File: src/otwp_pkg.sv
// Package: shared types and constants for the three-wire sensor poller.
package otwp_pkg;

    localparam int CNT_W     = 20;
    localparam int HALF_W    = 10;
    localparam int CFG_IDX_W = 3;
    localparam int CFG_DAT_W = 20;

    typedef enum logic [3:0] {
        PH_POWERUP   = 4'd0,
        PH_WR_RESET  = 4'd1,
        PH_RST_WAIT  = 4'd2,
        PH_WR_MODE   = 4'd3,
        PH_POLL_WAIT = 4'd4,
        PH_RD_ADDR   = 4'd5,
        PH_RD_TURN   = 4'd6,
        PH_RD_DATA   = 4'd7
    } phase_t;

    typedef enum logic [CFG_IDX_W-1:0] {
        CFG_HALF_PERIOD = 3'd0,
        CFG_POWERUP     = 3'd1,
        CFG_RESET_WAIT  = 3'd2,
        CFG_POLL        = 3'd3,
        CFG_MODE        = 3'd4
    } cfg_index_t;

    localparam logic [7:0] CFG_REG    = 8'h06;
    localparam logic [7:0] STATUS_REG = 8'h02;
    localparam logic [7:0] X_REG      = 8'h03;
    localparam logic [7:0] Y_REG      = 8'h04;
    localparam logic [7:0] WRITE_BIT  = 8'h80;
    localparam logic [7:0] ADDR_MASK  = 8'h7F;
    localparam logic [7:0] RESET_CMD  = 8'h80;
    localparam logic [7:0] BAD_STATUS = 8'hFF;

    localparam logic [3:0] LAST_BIT_WORD = 4'd15;
    localparam logic [3:0] LAST_BIT_BYTE = 4'd7;

    localparam logic [HALF_W-1:0]    RST_HALF    = 10'd15;
    localparam logic [CNT_W-1:0]     RST_POWERUP = 20'd500000;
    localparam logic [CNT_W-1:0]     RST_RWAIT   = 20'd50000;
    localparam logic [CNT_W-1:0]     RST_POLL    = 20'd10000;
    localparam logic [7:0]           RST_MODE    = 8'd0;

endpackage

File: src/optical_sensor_three_wire_poller_unit.sv
// Top level: tick-driven poller for a motion sensor on a clock and half-duplex data line.
//
//  channel | handshake            | payload
//  --------+----------------------+----------------------------------------------------
//  in      | in_valid / in_ready  | sdio_in
//  out     | out_valid / out_ready| clock_out data_out data_drive motion_valid delta_x delta_y
//  cfg     | cfg_valid / cfg_ready| cfg_index cfg_data
//
//  One tick per cycle unless the output stalls: the sequencer step sits between the
//  state registers and the output register, so a tick's result appears the next cycle.
//  A tick is taken while the output register is empty or being emptied in that cycle.
//  Reset puts the sequencer in its power-up wait and loads the register defaults.
//  Configuration writes are always taken and act at once.
module optical_sensor_three_wire_poller_unit (
    input  logic                            clk,
    input  logic                            rst_n,
    input  logic                            in_valid,
    output logic                            in_ready,
    input  logic                            sdio_in,
    output logic                            out_valid,
    input  logic                            out_ready,
    output logic                            clock_out,
    output logic                            data_out,
    output logic                            data_drive,
    output logic                            motion_valid,
    output logic signed [8:0]               delta_x,
    output logic signed [7:0]               delta_y,
    input  logic                            cfg_valid,
    output logic                            cfg_ready,
    input  logic [otwp_pkg::CFG_IDX_W-1:0]  cfg_index,
    input  logic [otwp_pkg::CFG_DAT_W-1:0]  cfg_data
);
    import otwp_pkg::*;

    logic [HALF_W-1:0] half_reg;
    logic [CNT_W-1:0]  powerup_reg;
    logic [CNT_W-1:0]  rwait_reg;
    logic [CNT_W-1:0]  poll_reg;
    logic [7:0]        mode_reg;

    phase_t            phase_reg, phase_next;
    logic [CNT_W-1:0]  tick_reg, tick_next;
    logic [3:0]        bit_reg, bit_next;
    logic [15:0]       shift_reg, shift_next;
    logic [7:0]        rbyte_reg, rbyte_next;
    logic [7:0]        rawx_reg, rawx_next;
    logic              clk_lvl_reg, clk_lvl_next;
    logic              drive_reg, drive_next;

    logic              ov_reg;
    logic              clock_out_reg, data_out_reg, data_drive_reg, motion_reg;
    logic signed [8:0] dx_reg;
    logic signed [7:0] dy_reg;

    logic              accept;
    logic [HALF_W-1:0] half_eff;
    logic [CNT_W-1:0]  tick_inc;
    logic              half_done;
    logic              valid_next;
    logic signed [8:0] dx_next;
    logic signed [7:0] dy_next;
    logic              dout_next;

    assign cfg_ready = 1'b1;
    assign in_ready  = !ov_reg || out_ready;
    assign accept    = in_valid && in_ready;

    assign half_eff  = (half_reg == '0) ? HALF_W'(1) : half_reg;
    assign tick_inc  = tick_reg + CNT_W'(1);
    assign half_done = tick_inc >= CNT_W'(half_eff);

    always_ff @(posedge clk or negedge rst_n)
    begin
        if (!rst_n)
        begin
            half_reg    <= RST_HALF;
            powerup_reg <= RST_POWERUP;
            rwait_reg   <= RST_RWAIT;
            poll_reg    <= RST_POLL;
            mode_reg    <= RST_MODE;
        end
        else if (cfg_valid && cfg_ready)
        begin
            case (cfg_index)
                CFG_HALF_PERIOD: half_reg    <= cfg_data[HALF_W-1:0];
                CFG_POWERUP:     powerup_reg <= cfg_data[CNT_W-1:0];
                CFG_RESET_WAIT:  rwait_reg   <= cfg_data[CNT_W-1:0];
                CFG_POLL:        poll_reg    <= cfg_data[CNT_W-1:0];
                CFG_MODE:        mode_reg    <= cfg_data[7:0];
                default:         ;
            endcase
        end
    end

    always_comb
    begin
        phase_next   = phase_reg;
        tick_next    = tick_reg;
        bit_next     = bit_reg;
        shift_next   = shift_reg;
        rbyte_next   = rbyte_reg;
        rawx_next    = rawx_reg;
        clk_lvl_next = clk_lvl_reg;
        drive_next   = drive_reg;
        valid_next   = 1'b0;
        dx_next      = '0;
        dy_next      = '0;

        unique case (phase_reg)
            PH_POWERUP, PH_RST_WAIT, PH_POLL_WAIT:
            begin
                if ((phase_reg == PH_POWERUP   && tick_reg >= powerup_reg) ||
                    (phase_reg == PH_RST_WAIT  && tick_reg >= rwait_reg)   ||
                    (phase_reg == PH_POLL_WAIT && tick_reg >= poll_reg))
                begin
                    tick_next    = '0;
                    bit_next     = '0;
                    clk_lvl_next = 1'b0;
                    drive_next   = 1'b1;
                    if (phase_reg == PH_POWERUP)
                    begin
                        phase_next = PH_WR_RESET;
                        shift_next = {CFG_REG | WRITE_BIT, RESET_CMD};
                    end
                    else if (phase_reg == PH_RST_WAIT)
                    begin
                        phase_next = PH_WR_MODE;
                        shift_next = {CFG_REG | WRITE_BIT, mode_reg};
                    end
                    else
                    begin
                        phase_next = PH_RD_ADDR;
                        shift_next = {STATUS_REG & ADDR_MASK, 8'h00};
                    end
                end
                else
                begin
                    tick_next = tick_inc;
                end
            end
            PH_WR_RESET, PH_WR_MODE, PH_RD_ADDR, PH_RD_DATA:
            begin
                if (!half_done)
                begin
                    tick_next = tick_inc;
                end
                else if (!clk_lvl_reg)
                begin
                    tick_next    = '0;
                    clk_lvl_next = 1'b1;
                    if (phase_reg == PH_RD_DATA)
                        rbyte_next = {rbyte_reg[6:0], sdio_in};
                end
                else if (bit_reg >= ((phase_reg == PH_WR_RESET || phase_reg == PH_WR_MODE)
                                     ? LAST_BIT_WORD : LAST_BIT_BYTE))
                begin
                    tick_next    = '0;
                    clk_lvl_next = 1'b1;
                    drive_next   = 1'b0;
                    phase_next   = PH_POLL_WAIT;
                    case (phase_reg)
                        PH_WR_RESET: phase_next = PH_RST_WAIT;
                        PH_WR_MODE:
                        begin
                            phase_next   = PH_RD_ADDR;
                            shift_next   = {STATUS_REG & ADDR_MASK, 8'h00};
                            bit_next     = '0;
                            clk_lvl_next = 1'b0;
                            drive_next   = 1'b1;
                        end
                        PH_RD_ADDR: phase_next = PH_RD_TURN;
                        default:
                        begin
                            if ((shift_reg[15:8] & ADDR_MASK) == STATUS_REG)
                            begin
                                if (rbyte_reg != BAD_STATUS && rbyte_reg[7])
                                begin
                                    phase_next   = PH_RD_ADDR;
                                    shift_next   = {X_REG & ADDR_MASK, 8'h00};
                                    bit_next     = '0;
                                    clk_lvl_next = 1'b0;
                                    drive_next   = 1'b1;
                                end
                            end
                            else if ((shift_reg[15:8] & ADDR_MASK) == X_REG)
                            begin
                                rawx_next    = rbyte_reg;
                                phase_next   = PH_RD_ADDR;
                                shift_next   = {Y_REG & ADDR_MASK, 8'h00};
                                bit_next     = '0;
                                clk_lvl_next = 1'b0;
                                drive_next   = 1'b1;
                            end
                            else if ((shift_reg[15:8] & ADDR_MASK) == Y_REG)
                            begin
                                valid_next = 1'b1;
                                dx_next    = -$signed({rbyte_reg[7], rbyte_reg});
                                dy_next    = $signed(rawx_reg);
                            end
                        end
                    endcase
                end
                else
                begin
                    tick_next    = '0;
                    bit_next     = bit_reg + 4'd1;
                    clk_lvl_next = 1'b0;
                end
            end
            PH_RD_TURN:
            begin
                tick_next = tick_inc;
                if (tick_inc >= CNT_W'({half_eff, 1'b0}))
                begin
                    phase_next   = PH_RD_DATA;
                    tick_next    = '0;
                    bit_next     = '0;
                    clk_lvl_next = 1'b0;
                    rbyte_next   = '0;
                end
            end
            default:
            begin
                phase_next   = PH_POLL_WAIT;
                tick_next    = '0;
                clk_lvl_next = 1'b1;
                drive_next   = 1'b0;
            end
        endcase

        dout_next = 1'b0;
        if (drive_next && (phase_next == PH_WR_RESET || phase_next == PH_WR_MODE ||
                           phase_next == PH_RD_ADDR))
            dout_next = shift_next[~bit_next];
    end

    always_ff @(posedge clk or negedge rst_n)
    begin
        if (!rst_n)
        begin
            phase_reg   <= PH_POWERUP;
            tick_reg    <= '0;
            bit_reg     <= '0;
            shift_reg   <= '0;
            rbyte_reg   <= '0;
            rawx_reg    <= '0;
            clk_lvl_reg <= 1'b1;
            drive_reg   <= 1'b0;
        end
        else if (accept)
        begin
            phase_reg   <= phase_next;
            tick_reg    <= tick_next;
            bit_reg     <= bit_next;
            shift_reg   <= shift_next;
            rbyte_reg   <= rbyte_next;
            rawx_reg    <= rawx_next;
            clk_lvl_reg <= clk_lvl_next;
            drive_reg   <= drive_next;
        end
    end

    always_ff @(posedge clk or negedge rst_n)
    begin
        if (!rst_n)
        begin
            ov_reg <= 1'b0;
        end
        else if (accept)
        begin
            ov_reg <= 1'b1;
        end
        else if (out_ready)
        begin
            ov_reg <= 1'b0;
        end
    end

    always_ff @(posedge clk)
    begin
        if (accept)
        begin
            clock_out_reg  <= clk_lvl_next;
            data_out_reg   <= dout_next;
            data_drive_reg <= drive_next;
            motion_reg     <= valid_next;
            dx_reg         <= dx_next;
            dy_reg         <= dy_next;
        end
    end

    assign out_valid    = ov_reg;
    assign clock_out    = clock_out_reg;
    assign data_out     = data_out_reg;
    assign data_drive   = data_drive_reg;
    assign motion_valid = motion_reg;
    assign delta_x      = dx_reg;
    assign delta_y      = dy_reg;

endmodule

File: config.mk
export PLATFORM = sky130hd
export DESIGN_NAME = optical_sensor_three_wire_poller_unit
export DESIGN_NICKNAME = d
export VERILOG_FILES = /design/src/otwp_pkg.sv /design/src/optical_sensor_three_wire_poller_unit.sv
export SDC_FILE = /design/constraint.sdc
export NUM_CORES = 1
export LEC_CHECK = 0
export ABC_CLOCK_PERIOD_IN_PS = 4500
export BUFFER_PORTS_ARGS = -buffer_cell sky130_fd_sc_hd__buf_2
export CORE_UTILIZATION = 42
export CTS_CLUSTER_SIZE = 14
export DETAILED_ROUTE_END_ITERATION = 12
export PLACE_DENSITY = 0.64
export SYNTH_ARGS = -nofsm -noshare
export SYNTH_HDL_FRONTEND = slang
export SYNTH_SLANG_ARGS = --single-unit
File: constraint.sdc
create_clock -name clk -period 4.5 [get_ports clk]
set_input_delay 1.125 -clock clk [delete_from_list [all_inputs] [get_ports clk]]
set_output_delay 1.125 -clock clk [all_outputs]
set_load 0.02 [all_outputs]
* Yosys cells after proc, flatten, opt, wreduce, memory -nomap -nowiden
Cells that the tools add are included.
Storage, ports and cells: input bits 29, register bits after elaboration 162, output and inout bits 24
Operators by class: order comparisons 7, add/sub/neg operators 3, multiplexer cells 68, reduce and logical (&&, ||, !) cells 31, equality and inequality tests 22, bitwise gates (word level) 8
Operators with widths (number):
- 2-to-1 mux 16 bit | 9
- case mux 16 bit (2 select lines) | 2
- greater-or-equal comparator 20 bit | 3
- 2-to-1 mux 20 bit | 3
- 2-to-1 mux 4 bit | 15
- case mux 20 bit (3 select lines) | 1
- case mux 4 bit (3 select lines) | 3
- 2-to-1 mux 8 bit | 4
- 2-to-1 mux 1 bit | 21
- adder 20 x 1 -> 20 bit, second input constant | 1
- == test 4 x 3 -> 1 bit, second input constant | 5
- greater-or-equal comparator 20 x 10 -> 1 bit | 1
- greater-or-equal comparator 20 x 11 -> 1 bit | 1
- case mux 8 bit (2 select lines) | 1
- == test 7 x 2 -> 1 bit, second input constant | 2
- == test 4 x 2 -> 1 bit, second input constant | 3
- zero test 10 bit | 1
- 2-to-1 mux 10 bit | 1
- AND reduction 2 bit | 5
- OR reduction 10 bit | 1
- negator 8 -> 9 bit | 1
- OR reduction 9 bit | 1
- == test 4 x 1 -> 1 bit, second input constant | 2
- inequality test 2 bit, second input constant | 4
- other kinds (26) | 48

* Depth between registers and ports, before layout
Gate-level depths: netlist of run 1.
depth in word-level cells 13, mapped depth 17

* Worst setup path after synthesis of run 1
Ideal clock, no wire load.
kind flip-flop to flip-flop, start reg tick_reg[0], end reg data_out_reg (netlist: data_out), data pin, slack 0.325 ns, period minus slack after synthesis 4.175 ns, arrival 3.916 ns, cell stages (with the launch flop) 18, buffers on the path 1, cells stage by stage dfrtp_1 ha_1 nand3_2 nor2_1 xor2_1 ha_1 a21o_1 a21o_1 a21o_1 a211oi_1 and4_1 buf_6 nor2_2 a211oi_4 mux2_2 mux4_2 nand2_1 a21oi_1
On the way: longest elaborated chain between the ends 10, elaborated cells on any way between the ends 34
RTL lines:
- start: declaration | line optical_sensor_three_wire_poller_unit.sv:42 | logic [CNT_W-1:0] tick_reg, tick_next;
- start signal: assignment | line optical_sensor_three_wire_poller_unit.sv:253 | tick_reg <= tick_next;
- branches (longest 10 deep; another with adder 20 x 1 -> 20 bit)
- end signal: assignment | line optical_sensor_three_wire_poller_unit.sv:284 | data_out_reg <= dout_next;
- end: declaration | line optical_sensor_three_wire_poller_unit.sv:51 | logic clock_out_reg, data_out_reg, data_drive_reg, motion_reg;
Parallel ways; which one is timed is not known. The select of a mux whose other input is x is not followed. A chain may end at the register's enable or synchronous reset.

* Worst setup path in the final report of run 1
start reg tick_reg[5], end reg data_out_reg (netlist: data_out), data pin
The elaborated chain is that of the path after synthesis.

==> results.toml, run 1 <==
[die]
start_util_pct = 43.1
die-area_sq_um = 23100
rows = 54
die_w_microns = 152
core_area_sq_um = 21900
die_y_microns = 152
io_pins = 53

[critical_path]
crit-reg2reg-launch = "tick_reg[5]"
cp_slowest_stage_delay_ps = 570
crit_chain = "nand4_4 -> nor2_1 -> nand2_1 -> xnor2_1 -> ha_1 -> nand4_1 -> nor3_1 -> o41ai_1 -> and4_2 -> buf_4 -> or4_1 -> a221oi_2 -> mux2i_1 -> mux4_2 -> nand2_1 -> a21oi_1"
path_buf_inv = 1
path_class = "reg -> reg"
cp.required_ps = 4670
cpMostUsedCell = "nand2_1"
crit_path_top_delay_cell = "or4_1"
crit_path_start = "tick_reg[5]"
crit_arrival_ps = 4410
critPathMaxFanout = 8
cp-endpoint = "data_out"
reg2regPathDepth = 16
reg2reg_to = "data_out"
cp.depth = 16
cpLargestDelayFamily = "simple AND/OR/NAND/NOR gates"
reg2reg_slack_ps = 250
end_kind = "register"
cp-start-kind = "register"

[yosys]
synthArstFlopShare_pct = 87.0
synth_cell_type_count = 78
avgSynthCellArea_sq_um = 9.72
synth_seq_cells = 162
yosys_warnings = 0
synth_flop_cell = "dfrtp_1"
syn_area_sq_um = 9430
syn_inst = 970
synth_edf_count = 21
synthesis.nets = 1084
ys_seq_area_share_pct = 44.4

[routing]
vias = 7370
drc = 0
firstDrtPassIters = 6
ant_nets = 0
wire_per_inst_microns = 16.6
drtIter0Drc = 639
post_drt_via_cell_ratio = 5.54
drt-total-wl_mm = 22.1

[timing]
slew_headroom_pct = 35.2
setup_ws_ps = 254
fin_tns_setup_ps = 0
tightest_slew_ps = 972
period_minus_slack_ps = 4250
slew_viol_final = 0
fmax_ghz = 0.236
skew_ps = 10.9
fin_crit_sh_pct = 94.4
finalSetupViolations = 0
rsz0062_at_grt = "no"
hold_violations = 0

[global_route]
grt_pass1_wl_mm = 37.2
grt_max_degree = 80
grtUsageTotal_pct = 20.0
grt_antenna_before_repair = 0
grt_overflow = 0
grt_pass1_vias = 7120

[finish]
num_antenna_cells = 0
layout.nets = 1152
final_cell_mix = "nand2_1, dfrtp_1, o21ai_0"
multi_input_area_sq_um = 4780
n_fill_cell = 2072
syn_to_final_growth_pct = 14.0
layout_commonest_cell = "nand2_1"
final_cell_area_sq_um = 10800
drive_gt1_share_pct = 19.6
ff_latch_area_sq_um = 4190
stdcell_count = 1331

[flow_run]
maxCapViolCount = 0

[placement]
dp_worst_setup_slack_ps = 174
dp.final_hpwl_mm = 16.4
place.gp.congestion = 0.927
portBuffers = 51
dp_cells = 1297
placed_area_sq_um = 10100

[power_and_ir_drop]
pwr-share-clk_pct = 30.1
ir_drop_mv = 0.242
p_leak_nw = 4.93
p_per_area_nw_per_um2 = 434
internal_power_w = 0.00301
switchingPower_w = 0.00166
power.share.switching_pct = 35.5
combPwrFrac_pct = 27.6
seq_power_share_pct = 42.3

[clock_network]
clock-sinks = 162
clock_path_buffers = 2
h-tree-depth = 4
cts_root_buf = "clkbuf_16"
clkLatencyLatePin_ps = 430
cts_buffers = 17
path_clk_slew_ps = 60
cts_tree = "yes"

[hold_path]
hold_class = "reg -> reg"

[run_status]
status = "completed"
what timing repair did:
item | in CTS | in global routing
buffers inserted | 0 | 2
gates resized for setup | 0 | 9
hold buffers | 0 | 0
endpoints found under the setup margin | 0 | 8
synthesized netlist by cell type, drive strengths merged (2+ instances only):
library cell	instances	share of area, %
o2bb2ai	2	0.19
o31a	2	0.19
ha	85	11
a2111oi	3	0.28
buf	4	0.31
mux4	2	0.52
nand4	19	1.5
nor2	40	1.6
a21boi	3	0.24
nand2	120	4.8
dfrtp	118	31
o221ai	2	0.19
nand2b	11	0.73
a41oi	4	0.37
o311ai	4	0.37
a211oi	11	1.0
clkbuf	29	1.2
a22o	16	1.5
o211a	2	0.21
o21ai	99	5.3
a21oi	33	1.8
a311oi	2	0.19
mux2i	4	0.42
edfxtp	21	6.7
or4	8	0.72
inv	94	3.7
mux2	43	5.1
o31ai	6	0.48
nor3	20	1.2
and4	3	0.28
and2	8	0.53
o211ai	9	0.72
a21o	3	0.24
xnor2	11	1.0
a31oi	9	0.60
nand3	37	2.0
nor2b	7	0.46
dfstp	23	6.4
nor4	5	0.49
and3	13	0.86
or3	3	0.20
nand3b	2	0.16
xor2	8	0.74
o22ai	2	0.13
cell families after synthesis:
logic type | count (synthesis) | synth area share, %
other cells | 1 | 0.0398
simple gates | 301 | 16.0
buf+inv | 127 | 5.20
compound gates | 226 | 15.3
mux | 49 | 6.08
xor+xnor | 19 | 1.76
flops | 162 | 44.4
fa+ha+maj | 85 | 11.3
tightest hold or removal path, cell delays in order, from the launching register on:
cell,delay [ps]
dfrtp_1,350
nand2_1,50
o21ai_0,60
power groups by stage:
| stage | sequential (W) | combinational (W) | clock (W) |
|---|---|---|---|
| finish | 0.00198 | 0.00129 | 0.00141 |
| global route | 0.00201 | 0.00148 | 0.00150 |
| CTS | 0.00197 | 0.00129 | 0.00143 |
| detailed placement | 0.00200 | 0.00127 | 0 |
| global placement | 0.00199 | 0.00125 | 0 |
| floorplan | 0.00192 | 0.000931 | 0 |
how the worst min path moves through the flow:
stage / startpoint / end / slack (ps) / cells after the start
6_report: shift_reg[7] / shift_reg[7] / 490 / 2
5_1_grt: poll_reg[7] / poll_reg[7] / 510 / 1
2_1_floorplan: drive_reg / drive_reg / 450 / 2
3_3_place_gp: drive_reg / drive_reg / 470 / 2
3_5_place_dp: drive_reg / drive_reg / 470 / 2
4_1_cts: shift_reg[7] / shift_reg[7] / 500 / 2
layout make-up:
| type | instances | area share (%) |
|---|---|---|
| Tap cell | 280 | 3.26 |
| Multi-Input combinational cell | 681 | 44.5 |
| Clock inverter | 15 | 1.33 |
| Timing Repair Buffer | 82 | 4.71 |
| Inverter | 94 | 3.28 |
| Sequential cell | 162 | 39.0 |
| Clock buffer | 17 | 3.96 |
layer usage:
metal	global-route usage [%]	vias to the layer above	share of wire (%)	wire, microns
li1	-	3619	-	-
met1	27.0	3537	47	10300
met2	32.8	178	47	10500
met3	3.68	36	3.9	867
met4	5.71	0	1.8	391
met5	0	-	0	0
stage by stage:
stage | total power (W) | util (%) | hold slack, ps
2_1_floorplan | 0.00285 | - | 446
3_3_place_gp | 0.00324 | 46.3 | 467
3_5_place_dp | 0.00327 | 46.3 | 471
4_1_cts | 0.00469 | 48.9 | 496
5_1_grt | 0.00499 | 49.1 | 515
6_report | 0.00467 | 49.1 | 491
Power figures use the tool's default switching activity.
==> inputs of run 2 (changes only) <==
CORE_UTILIZATION = 25   (was 42)
PLACE_DENSITY = 0.44   (was 0.64)
==> run 2 against run 1 <==
- power is 2.2% higher
- maximum frequency is 0.52% lower
- register-to-register slack worse by 20 ps
- sequential power hardly changed
- via count is 1.5% lower
- first-iteration DRC count is 49% lower
- global-route usage is 6.0 points lower
- clock skew is 2.5 ps higher
- utilization is 19 points lower
- count of clock-buffer cells in the layout stayed put
- critical path depth stayed put
- critical path type unchanged
- largest cell class unchanged
- largest power group unchanged
- highest routed layer unchanged
==> results.toml, run 2 (same netlist as run 1, synthesis figures left out) <==
[run_status]
status = "completed"

[timing]
fin_hold_ws_ps = 483
tightest_slew_ps = 1070
slew_viol_final = 0
slew_headroom_pct = 28.5
skew_ps = 13.4
hold_violations = 0
fin_tns_setup_ps = 0
rsz0062_at_grt = "no"
finalSetupViolations = 0
period_minus_slack_ps = 4270
fmax_ghz = 0.234
fin_crit_sh_pct = 94.8

[critical_path]
crit_arrival_ps = 4460
path_class = "reg -> reg"
reg2reg_slack_ps = 230
critPathMaxFanout = 9
cp-start-kind = "register"
crit_path_start = "tick_reg[4]"
cp.required_ps = 4690
reg2reg_to = "data_out"
end_kind = "register"
reg2regPathDepth = 16
crit-reg2reg-launch = "tick_reg[4]"

[finish]
n_fill_cell = 3875
syn_to_final_growth_pct = 18.3
num_antenna_cells = 0
final_cell_mix = "nand2_1, dfrtp_1, o21ai_0"
layout.nets = 1171
drive_gt1_share_pct = 20.4
layout_commonest_cell = "nand2_1"

[routing]
drtIter0Drc = 328
drc = 0
vias = 7262
ant_nets = 0
firstDrtPassIters = 4
drt-total-wl_mm = 25.3
post_drt_via_cell_ratio = 4.61
wire_per_inst_microns = 16.1

[global_route]
grt_overflow = 0
grt_antenna_before_repair = 0
grt_pass1_vias = 7260
grtUsageTotal_pct = 14.0
grt_pass1_wl_mm = 41.8
grt_max_degree = 81

[clock_network]
cts_tree = "yes"
cts_buffers = 17
clock-sinks = 162
ctsHoldBuffers = 0
clock_path_buffers = 2
cts_root_buf = "clkbuf_16"
clkLatencyLatePin_ps = 450
path_clk_slew_ps = 70
h-tree-depth = 4

[placement]
place.gp.congestion = 0.858
dp.final_hpwl_mm = 19.1
portBuffers = 51

[die]
die-area_sq_um = 38500
rows = 70
start_util_pct = 25.6
io_pins = 53
die_y_microns = 196
core_area_sq_um = 36900
die_w_microns = 196

[hold_path]
min-delay-start = "shift_reg[7]"
hold_class = "reg -> reg"
hold_path_depth = 2
min_to = "shift_reg[7]"

[power_and_ir_drop]
internal_power_w = 0.00305
seq_power_share_pct = 41.2
ir_drop_mv = 0.262
switchingPower_w = 0.00173
combPwrFrac_pct = 28.0
power.share.switching_pct = 36.2
pwr-share-clk_pct = 30.8
p_leak_nw = 5.03
p_per_area_nw_per_um2 = 428

[flow_run]
maxCapViolCount = 0
## run 2: area by class of cell
cell class / count / area, sq um / share of cell area (%)
clock inverter: 15 / 158 / 1.41
tap: 504 / 631 / 5.65
sequential: 162 / 4190 / 37.6
multi-input combinational: 681 / 4760 / 42.7
clock buffer: 17 / 425 / 3.81
inverter: 94 / 353 / 3.16
timing repair buffer: 101 / 637 / 5.71
## run 2: per-layer routing
metal / global-route usage, % / share of wire, % / wire [microns] / vias to the layer above
met4: 4.20 / 1.5 / 376 / 0
met3: 2.32 / 3.2 / 796 / 23
met2: 22.5 / 46 / 11600 / 126
met1: 19.2 / 49 / 12500 / 3454
li1: - / - / - / 3659
met5: 0 / 0 / 0 / -
## run 2: how the worst max path moves through the flow
stage          endpoint  slack [ps]  depth (start not counted)
6_report       data_out         230                         16
5_1_grt        data_out           6                         17
2_1_floorplan  data_out         320                         17
4_1_cts        data_out         250                         17
3_3_place_gp   data_out         270                         16
3_5_place_dp   data_out         250                         16
## run 2: power groups by stage
stage | clock (W) | sequential (W) | combinational (W)
after CTS | 0.00153 | 0.00197 | 0.00135
after detailed placement | 0 | 0.00200 | 0.00134
after global routing | 0.00159 | 0.00201 | 0.00153
after global placement | 0 | 0.00199 | 0.00134
after floorplan | 0 | 0.00192 | 0.000931
final | 0.00147 | 0.00197 | 0.00134
## run 2: worst max-delay path, cell delays in order, from the launching register on
cell and delay [ps]:
dfrtp_1 560, nand4_4 140, nor2_1 140, nand2_1 80, xnor2_1 190, ha_1 360, nand4_1 100, nor3_1 170
o41ai_1 140, and4_2 280, buf_4 170, or4_1 550, a221oi_1 400, mux2i_1 120, mux4_2 480, nand2_1 80
a21oi_1 60
## run 2: stage by stage
stage / instance area [sq um] / utilization, % / cells / total power, W / setup WS [ps]
finish: 11200 / 30.3 / 1574 / 0.00478 / 232
global route: 11200 / 30.3 / 1574 / 0.00512 / 5.50
CTS: 11100 / 30.2 / 1572 / 0.00485 / 251
detailed placement: 10600 / 28.6 / 1540 / 0.00334 / 255
global placement: 10600 / 28.6 / 1540 / 0.00333 / 272
floorplan: 9430 / - / 970 / 0.00285 / 325
## run 2: timing repair
action	CTS	global route
resized for setup	0	2
endpoints found under the setup margin	0	1
buffers inserted	0	2
==> inputs of run 3 (changes only) <==
ABC_CLOCK_PERIOD_IN_PS = default   (was 4500)
CTS_BUF_LIST = sky130_fd_sc_hd__clkbuf_16   (was default)
RECOVER_POWER = 100   (was default)
==> run 3 against run 2 <==
- the run now ends with capacitance limit, slew limit left
- count of clock-buffer cells in the layout stayed put
- hold slack about the same
- sequential share of layout area is 0.35 points higher
- maximum frequency up 0.80%
- sequential cell count did not move
- sequential power about the same
- utilization down 0.28 points
- clock power is essentially flat
- critical path type unchanged
- critical endpoint unchanged
==> results.toml, run 3 (same netlist as run 1, synthesis figures left out) <==
[routing]
firstDrtPassIters = 4
drtIter0Drc = 318
ant_nets = 0
post_drt_via_cell_ratio = 4.61
vias = 7263
wire_per_inst_microns = 16.1
drc = 0
drt-total-wl_mm = 25.3

[critical_path]
end_kind = "register"
cp-start-kind = "register"
path_class = "reg -> reg"
critPathMaxFanout = 9
crit_arrival_ps = 4420
cp.required_ps = 4690

[clock_network]
clock_path_buffers = 2
h-tree-depth = 4
ctsHoldBuffers = 0
cts_buffers = 17
clock-sinks = 162
cts_root_buf = "clkbuf_16"
path_clk_slew_ps = 70
cts_tree = "yes"
clkLatencyLatePin_ps = 450

[timing]
hold_violations = 0
fmax_ghz = 0.236
fin_crit_sh_pct = 94.1
slew_headroom_pct = -43.5
fin_hold_ws_ps = 483
slew_viol_final = 81
period_minus_slack_ps = 4230
setup_ws_ps = 266
skew_ps = 11.6
finalSetupViolations = 0
tightest_slew_ps = 2150

[run_status]
status = "complete, but fails checks"
violations = "capacitance limit, slew limit"

[die]
core_area_sq_um = 36900
die_w_microns = 196
start_util_pct = 25.6
rows = 70
die-area_sq_um = 38500
die_y_microns = 196
io_pins = 53

[flow_run]
maxCapViolCount = 1

[placement]
place.gp.congestion = 0.858
portBuffers = 51
dp.final_hpwl_mm = 19.1
dp_worst_setup_slack_ps = 255

[finish]
drive_gt1_share_pct = 16.4
layout.nets = 1171
final_util_pct = 30.0
layout_commonest_cell = "nand2_1"
num_antenna_cells = 0
syn_to_final_growth_pct = 17.2
final_cell_mix = "nand2_1, dfrtp_1, o21ai_0"

[hold_path]
hold_class = "reg -> reg"

[global_route]
grtUsageTotal_pct = 14.0
grt_antenna_before_repair = 0
grt_overflow = 0
grt_pass1_vias = 7260
grt_max_degree = 81
grt_pass1_wl_mm = 41.8

[power_and_ir_drop]
switchingPower_w = 0.00173
combPwrFrac_pct = 27.8
p_per_area_nw_per_um2 = 432
power.share.switching_pct = 36.3
internal_power_w = 0.00304
ir_drop_mv = 0.262
seq_power_share_pct = 41.3
pwr-share-clk_pct = 30.9
p_total_w = 0.00477
p_leak_nw = 4.90
==> run 3: changes by cell type in the layout (fill, tap and decap cells not counted), moves of 2 or more <==
cell	delta
nor2_1	+2
buf_4	-13
nor2_2	-2
buf_2	-24
clkbuf_1	+37
==> run 3: worst max-delay path: stages, from the launching register on <==
cell,delay [ps]
dfrtp_1,560
nand4_4,140
nor2_1,140
nand2_1,80
xnor2_1,190
ha_1,360
nand4_1,100
nor3_1,170
o41ai_1,140
and4_2,280
buf_4,160
or4_1,630
o211a_1,190
mux2_2,250
mux4_2,450
nand2_1,80
a21oi_1,60
==> run 3: power groups by stage <==
stage | logic [W] | registers (W) | clock network, W
after global placement | 0.00134 | 0.00199 | 0
after floorplan | 0.000931 | 0.00192 | 0
after CTS | 0.00135 | 0.00197 | 0.00153
final | 0.00133 | 0.00197 | 0.00147
after global routing | 0.00152 | 0.00201 | 0.00159
after detailed placement | 0.00134 | 0.00200 | 0
==> run 3: final timing paths <==
| check | from | to | slack, ps | cells after the start |
|---|---|---|---|---|
| max in group asynchronous | rst_n | rawx_reg[0] | 1110 | 2 |
| min | shift_reg[7] | shift_reg[7] | 480 | 2 |
| min reg2reg | shift_reg[7] | shift_reg[7] | 480 | 2 |
| max | tick_reg[4] | data_out | 270 | 16 |
| max reg2reg | tick_reg[4] | data_out | 270 | 16 |
| min in group asynchronous | rst_n | poll_reg[2] | 1300 | 1 |
==> run 3: repair_timing <==
action | in CTS | in global routing
setup buffers | 0 | 2
endpoints found under the setup margin | 0 | 1
gates resized for setup | 0 | 2
==> run 3: area by class of cell <==
type	count	area (sq um)
fill	3893	25800
inverter	94	353
multi-input combinational	681	4740
timing repair buffer	101	552
clock buffer	17	425
tap	504	631
sequential	162	4190
clock inverter	15	158
==> run 3: through the flow <==
stage	TNS, ps	instance area [sq um]	cells
global route	-5.15	11100	1574
detailed placement	0	10600	1540
finish	0	11100	1574
global placement	0	10600	1540
CTS	0	11100	1572
floorplan	0	9430	970
==> run 3: layer usage <==
metal | track usage (%) | share of wire, %
met3 | 2.32 | 3.4
met5 | 0 | 0
met1 | 19.2 | 49
met2 | 22.5 | 46
met4 | 4.20 | 1.6
